===== config.mk =====
export PLATFORM = sky130hd
export DESIGN_NAME = qbv_isqrt
export DESIGN_NICKNAME = d
export VERILOG_FILES = /design/src/hw/rtl/quaternion_between_vectors_core_defines.svh /design/src/hw/rtl/qbv_pkg.sv /design/src/hw/rtl/qbv_isqrt.sv
export SDC_FILE = /design/constraint.sdc
export NUM_CORES = 2
export LEC_CHECK = 0
export BUFFER_PORTS_ARGS = -buffer_cell sky130_fd_sc_hd__clkbuf_2
export CAP_MARGIN = 25
export CORE_UTILIZATION = 28
export DETAILED_ROUTE_END_ITERATION = 8
export GPL_TIMING_DRIVEN = 0
export HOLD_SLACK_MARGIN = 0.12
export SETUP_SLACK_MARGIN = 0.05
export SYNTH_ARGS = -nofsm -noshare
export SYNTH_HDL_FRONTEND = slang
export SYNTH_MEMORY_MAX_BITS = 65536
export SYNTH_SLANG_ARGS = --single-unit

===== constraint.sdc =====
create_clock -name clk -period 4.7 [get_ports clk]
set_input_delay 1.175 -clock clk [delete_from_list [all_inputs] [get_ports clk]]
set_output_delay 1.175 -clock clk [all_outputs]
set_load 0.005 [all_outputs]

===== src/hw/rtl/quaternion_between_vectors_core_defines.svh =====
// assertion macros for the quaternion core
// expects a clock named clk and a reset named rst in the including module
`ifndef QUATERNION_BETWEEN_VECTORS_CORE_DEFINES_SVH
`define QUATERNION_BETWEEN_VECTORS_CORE_DEFINES_SVH

// condition must hold in the same cycle
`define QBV_ASSERT_NOW(lbl, pre, post, msg) \
  lbl: assert property (@(posedge clk) disable iff (rst) (pre) |-> (post)) else $error(msg);

// condition must hold in the following cycle
`define QBV_ASSERT_NEXT(lbl, pre, post, msg) \
  lbl: assert property (@(posedge clk) disable iff (rst) (pre) |=> (post)) else $error(msg);

`endif


===== src/hw/rtl/qbv_pkg.sv =====
// shared constants and types of the quaternion core
// no dependencies
package qbv_pkg;

  localparam int COMP_BITS = 16;
  localparam int FRAC_BITS = 14;
  localparam int OUT_BITS  = 16;
  localparam int WORK_FRAC = 30;

  // signed unit component, Q1.30 magnitude up to 2^30
  localparam int UW = WORK_FRAC + 2;
  // signed Q.30 intermediate results
  localparam int QW = WORK_FRAC + 4;

  localparam int RAD_BITS  = 64;
  localparam int ROOT_BITS = RAD_BITS / 2;

  localparam int ISQRT_LAT = ROOT_BITS;
  localparam int DIV_LAT   = ROOT_BITS;
  localparam int NORM_LAT  = 4 + ISQRT_LAT + 1 + DIV_LAT + 1;
  localparam int PROD_LAT  = 4;
  localparam int REG_LAT   = ISQRT_LAT + 1 + DIV_LAT + 1;
  localparam int REG_DLY   = NORM_LAT - REG_LAT;
  localparam int PIPE_LAT  = NORM_LAT + PROD_LAT + NORM_LAT + 1;

  // -1.0 + 0.001 in Q.30
  localparam logic signed [QW-1:0] OPP_LIMIT = -34'sd1072668082;
  // 0.01 in Q.60
  localparam logic [63:0] SMALL_AXIS_SQ = 64'd11529215046068470;

  typedef struct packed {
    logic signed [UW-1:0] x;
    logic signed [UW-1:0] y;
    logic signed [UW-1:0] z;
  } vec3_t;

  typedef struct packed {
    vec3_t u;
    logic  ok;
  } unit_t;

endpackage


===== src/hw/rtl/qbv_isqrt.sv =====
// pipelined floor integer square root, one root bit per stage
// depends on qbv_pkg
module qbv_isqrt (
  input  logic                           clk,
  input  logic                           en,
  input  logic [qbv_pkg::RAD_BITS-1:0]   rad,
  output logic [qbv_pkg::ROOT_BITS-1:0]  root
);
  import qbv_pkg::*;

  localparam int RW = ROOT_BITS + 4;

  logic [RAD_BITS-1:0]  rad_in    [ISQRT_LAT];
  logic [RW-1:0]        rem_in    [ISQRT_LAT];
  logic [ROOT_BITS-1:0] root_in   [ISQRT_LAT];
  logic [RAD_BITS-1:0]  rad_next  [ISQRT_LAT];
  logic [RW-1:0]        rem_next  [ISQRT_LAT];
  logic [ROOT_BITS-1:0] root_next [ISQRT_LAT];
  logic [RW-1:0]        rem_sh    [ISQRT_LAT];
  logic [RW-1:0]        trial     [ISQRT_LAT];
  logic [RAD_BITS-1:0]  rad_q     [ISQRT_LAT];
  logic [RW-1:0]        rem_q     [ISQRT_LAT];
  logic [ROOT_BITS-1:0] root_q    [ISQRT_LAT];

  always_comb begin
    rad_in[0]  = rad;
    rem_in[0]  = '0;
    root_in[0] = '0;
    for (int j = 1; j < ISQRT_LAT; j++) begin
      rad_in[j]  = rad_q[j-1];
      rem_in[j]  = rem_q[j-1];
      root_in[j] = root_q[j-1];
    end
    for (int j = 0; j < ISQRT_LAT; j++) begin
      rem_sh[j]   = {rem_in[j][RW-3:0], rad_in[j][RAD_BITS-1 -: 2]};
      trial[j]    = RW'({root_in[j], 2'b01});
      rad_next[j] = rad_in[j] << 2;
      if (rem_sh[j] >= trial[j]) begin
        rem_next[j]  = rem_sh[j] - trial[j];
        root_next[j] = {root_in[j][ROOT_BITS-2:0], 1'b1};
      end else begin
        rem_next[j]  = rem_sh[j];
        root_next[j] = {root_in[j][ROOT_BITS-2:0], 1'b0};
      end
    end
  end

  always_ff @(posedge clk) begin
    if (en) begin
      for (int j = 0; j < ISQRT_LAT; j++) begin
        rad_q[j]  <= rad_next[j];
        rem_q[j]  <= rem_next[j];
        root_q[j] <= root_next[j];
      end
    end
  end

  assign root = root_q[ISQRT_LAT-1];

endmodule


# Word-level counts from Yosys, hierarchy flattened
# Memory sizes are Yosys's and may differ from the RTL's.
# Index checks and enable logic that the tools add are counted.
dict set report word_totals {
  latch_bits 0
  ff_bits 0
  romBits 0
  inputBits 66
  elab_cells 133
  ram_bits 4160
  output_inout_bits 32
  n_memories 3
}
# name depth width read_ports rd_clocked_by_memory_dff wr line_no
set memory_table {}
lappend memory_table {rad_q 32 62 31 0 32 qbv_isqrt.sv:21} ;# logic [RAD_BITS-1:0] rad_q [ISQRT_LAT];
lappend memory_table {rem_q 32 36 31 0 32 qbv_isqrt.sv:22} ;# logic [RW-1:0] rem_q [ISQRT_LAT];
lappend memory_table {root_q 32 32 32 0 32 qbv_isqrt.sv:23} ;# logic [ROOT_BITS-1:0] root_q [ISQRT_LAT];
dict set report op_classes {
  div_mod_pow 0
  n_mul 0
  addsub 32
  shift 0
  n_reduce_logical 0
  order_cmp 32
  mux 66
  bitwise 0
  eq_ne 0
}
# cell count
set op_table {}
lappend op_table {{36-bit 2-to-1 mux} 32}
lappend op_table {{36-bit by 34-bit >= comparator with 1-bit output} 31}
lappend op_table {{36-bit by 34-bit subtractor with 36-bit output} 31}
lappend op_table {{1-bit 2-to-1 mux} 34}
lappend op_table {{2-bit by 1-bit subtractor with 3-bit output, second input constant} 1}
lappend op_table {{2-bit by 1-bit >= comparator with 1-bit output, second input constant} 1}

# Logic depth before layout (Yosys ltp)
# An unclocked memory read counts as a cell.
dict set report depth {
  depth_word 3
  mapped_depth 14
  mapped_depth_nobuf 12
}

# Least setup slack after synthesis
# OpenSTA, ideal clock, no wires.
dict set report synth_path {
  path_type {reg2reg}
  from {memory rem_q[0][360] (netlist name)}
  to {memory rem_q[0][425] (netlist name) (data pin)}
  t_required_ns 4.442
  arrival_ns 3.179
  n_path_buf 0
  setup_ns 0.258
  path_slack_ns 1.263
  stages_incl_launch_ff 11
  synth_period_minus_slack_ns 3.437
  cell_sequence {edfxtp_1 > ha_1 > o21a_1 > o21a_1 > o21a_1 > o21ai_0 > o22ai_1 > a2111o_1 > nor3_1 > or4b_2 > xnor2_1}
}
# item line_no
set synth_rtl {}
lappend synth_rtl {{from (decl)} qbv_isqrt.sv:22}

==> flow_metrics.py <==
metrics = {
    "synthesis": {
        "ys_top_cells_by_area": "edfxtp_1 (64%), ha_1 (6.0%), xnor2_1 (3.5%)",
        "synth_top_cell_by_area": "edfxtp_1",
        "syn-mean-instance-area_um2": 12.9,
        "synthFlopType": "edfxtp_1",
        "mappedNetlistNets": 9762,
        "synth_top_area_frac": 0.643,
        "synth_enable_flop_cells": 2523,
        "syn-cell-area_mm2": 0.118,
        "synth-seq-cells": 2523,
        "yosysMostFrequentCell": "edfxtp_1",
        "yosys-top-cells-count": "edfxtp_1 (2523), inv_1 (687), a21oi_1 (646)",
        "synthDistinctLibCells": 93,
        "seq_area_frac_synth": 0.643,
        "synthArstFlopShare": 0,
        "syn_inst": 9134,
        "synth_warnings": 0,
    },
    "clocking": {
        "hold_buffers": 0,
        "numClockSinks": 2523,
        "ctsRootBufferMaster": "clkbuf_16",
        "clk_pin_slew_ps": 60,
        "cts_buffer_depth": 4,
        "cts_setup_buffers": 0,
        "cts_buffers": 287,
        "h-tree-depth": 5,
        "clock_latency_ps": 890,
        "cts_tree": "yes",
    },
    "setup_path": {
        "critical_path.cell_chain": "ha_1, nor2b_1, nand3_1, nor4_1, o21a_1, nor3_4, inv_1, clkbuf_1, clkbuf_1, a21oi_1",
        "arrival_ps": 5010,
        "endpoint_kind": "flip-flop",
        "crit_buf_inv": 3,
        "r2r_setup_slack_ps": 210,
        "cp_num_cells": 10,
        "r2r_cells": 10,
        "crit_type": "flip-flop to flip-flop",
        "critPathSlowestCell": "clkbuf_1",
        "cp_max_fo": 10,
        "critical_path.max_stage_delay_ps": 700,
        "cp-startpoint": "rem_q[1][16]",
        "critPathRequiredTime_ps": 5230,
        "start_kind": "flip-flop",
        "crit_top_cell": "clkbuf_1",
        "r2r-start": "rem_q[1][16]",
        "cp_top_family": "buffers and inverters",
    },
    "place": {
        "pre_cts_ws_ps": -644,
        "port_buffers": 97,
        "gp_congestion": 0.872,
        "dp_hpwl_mm": 169,
        "dp_cells": 14755,
    },
    "routing": {
        "vias": 69588,
        "post_drt_wl_per_cell_um": 15.5,
        "ant_nets": 0,
        "initialDrtViolationCount": 4254,
        "via_per_inst": 4.55,
        "drc_errors": 0,
        "wirelength_mm": 236,
        "first_pass_iters": 6,
    },
    "timing": {
        "fin_crit_ps": 4490,
        "clock.fmax_mhz": 223,
        "timing.final.crit_share": 0.954,
        "hold_viol_final": 0,
        "finClkSkew_ps": 55.2,
        "slew_headroom": 0.290,
        "finalWorstSetupSlack_ps": 215,
        "hold_ws_ps": 399,
        "finalSetupViolations": 0,
        "slew_violations": 0,
        "worst_slew_pin_slew_ps": 1040,
    },
    "floorplan": {
        "core_area_mm2": 0.418,
        "start_util": 0.282,
        "die_w_um": 651,
        "die_y_um": 651,
        "ioPinCount": 98,
        "dieArea_mm2": 0.423,
        "num_rows": 237,
    },
    "pwr": {
        "switchingPower_w": 0.0184,
        "clkPwrFrac": 0.337,
        "pwr-share-comb": 0.200,
        "internal-power_w": 0.0469,
        "powerDensity_mw_per_mm2": 483,
        "swShare": 0.281,
        "power.leakage_nw": 50.3,
        "seq_power_share": 0.463,
        "vdd_drop_max_mv": 0.326,
    },
    "finish": {
        "instances_no_fill": 15280,
        "nets": 10178,
        "layout-drive-gt1-share": 0.0738,
        "final_util": 0.324,
        "syn_to_final_growth_pct": 14.7,
    },
    "global_routing": {
        "grt_overflow": 0,
        "grt_max_degree": 123,
        "antenna_found_initial": 1,
        "grtUsageTotal": 0.108,
        "first_global_vias": 68545,
        "grt_pass1_wl_mm": 372,
    },
    "hold_path": {
        "min_path_cells": 0,
        "min_from": "rad_q[1][490]",
        "hold_path.class": "flip-flop to flip-flop",
    },
    "outcome": {
        "outcome": "completed",
    },
    "flow_run": {
        "cap_violations": 0,
    },
}
[state kept, by name, indices dropped and copies added, names as in the netlist]
register and flops:
rem_q 1003, rad_q 992, root_q 528
[metrics by stage]
step	instance area (um2)	setup TNS [ps]	power, W
2_1_floorplan	118000	0	0.0397
3_3_place_gp	125000	-	0.0441
3_5_place_dp	126000	-413140	0.0436
4_1_cts	135000	0	0.0661
5_1_grt	135000	-0.163	0.0687
6_report	135000	0	0.0652
[timing repair]
| action | in CTS | in global routing |
|---|---|---|
| gates cloned | 0 | 2 |
| resized for setup | 4 | 10 |
| setup endpoints to repair | 27 | 121 |
| pin swaps | 0 | 1 |
[worst register-to-register path: stages, from the launching register on]
cell and delay, ps:
edfxtp_1 390, ha_1 370, nor2b_1 300, nand3_1 140, nor4_1 660, o21a_1 260, nor3_4 80, inv_1 220
clkbuf_1 640, clkbuf_1 710, a21oi_1 360
[cells in the final DEF, fill, tap and decap left out, types with 32 or more instances in the layout]
| cell type | count |
|---|---|
| a211oi_1 | 46 |
| a21o_1 | 240 |
| a21oi_1 | 645 |
| a31oi_1 | 41 |
| and2_1 | 40 |
| and3_1 | 48 |
| clkbuf_1 | 199 |
| clkbuf_16 | 296 |
| clkbuf_2 | 104 |
| clkinv_1 | 58 |
| clkinv_2 | 50 |
| edfxtp_1 | 2523 |
| ha_1 | 562 |
| inv_1 | 687 |
| mux2_2 | 83 |
| nand2_1 | 591 |
| nand2b_1 | 101 |
| nand3_1 | 177 |
| nand4_1 | 105 |
| nor2_1 | 613 |
| nor2b_1 | 82 |
| nor3_1 | 219 |
| nor4_1 | 131 |
| o211ai_1 | 32 |
| o21a_1 | 106 |
| o21ai_0 | 409 |
| o21bai_1 | 42 |
| o31ai_1 | 47 |
| or2_2 | 45 |
| or3_1 | 67 |
| or4_1 | 54 |
| xnor2_1 | 472 |
| xor2_1 | 390 |
[area by class of cell]
class	instances	area [um2]
Tap cell	5497	6880
Buffer	180	696
Fill cell	41314	283000
Multi-Input combinational cell	5740	38800
Timing Repair Buffer	128	1240
Clock buffer	345	7550
Clock inverter	176	1670
Antenna cell	1	2.50
Inverter	690	2590
Sequential cell	2523	75800
[routing by layer]
layer	part of all wire	vias to the layer above	global-route usage
li1	-	34741	-
met3	0.037	489	0.0159
met4	0.040	0	0.0435
met2	0.50	1201	0.194
met5	0	-	0
met1	0.42	33157	0.128
[logic make-up (layout without fill, tap and decap cells)]
kind of cell    count (synthesis)  count (layout)  synth area share
buf+inv                       871            1519            0.0278
other cells                     1               2         0.0000318
simple gates                 2391            2391             0.100
fa+ha+maj                     562             562            0.0597
xor+xnor                      862             862            0.0641
flops                        2523            2523             0.643
compound gates               1836            1836            0.0969
mux                            88              88           0.00836
[worst paths after layout]
check	to
worst max-delay path	rem_q[1][44]
worst min-delay path	rad_q[1][554]
worst min register to register	rad_q[1][554]
worst max register to register	rem_q[1][44]
[power by group through the flow]
stage | registers (W) | clock network, W | logic [W]
final | 0.0302 | 0.0220 | 0.0130
after global routing | 0.0305 | 0.0236 | 0.0146
after CTS | 0.0302 | 0.0228 | 0.0130
after detailed placement | 0.0307 | 0 | 0.0129
after global placement | 0.0323 | 0 | 0.0118
after floorplan | 0.0299 | 0 | 0.00974
(Power assumes the default switching activity.)
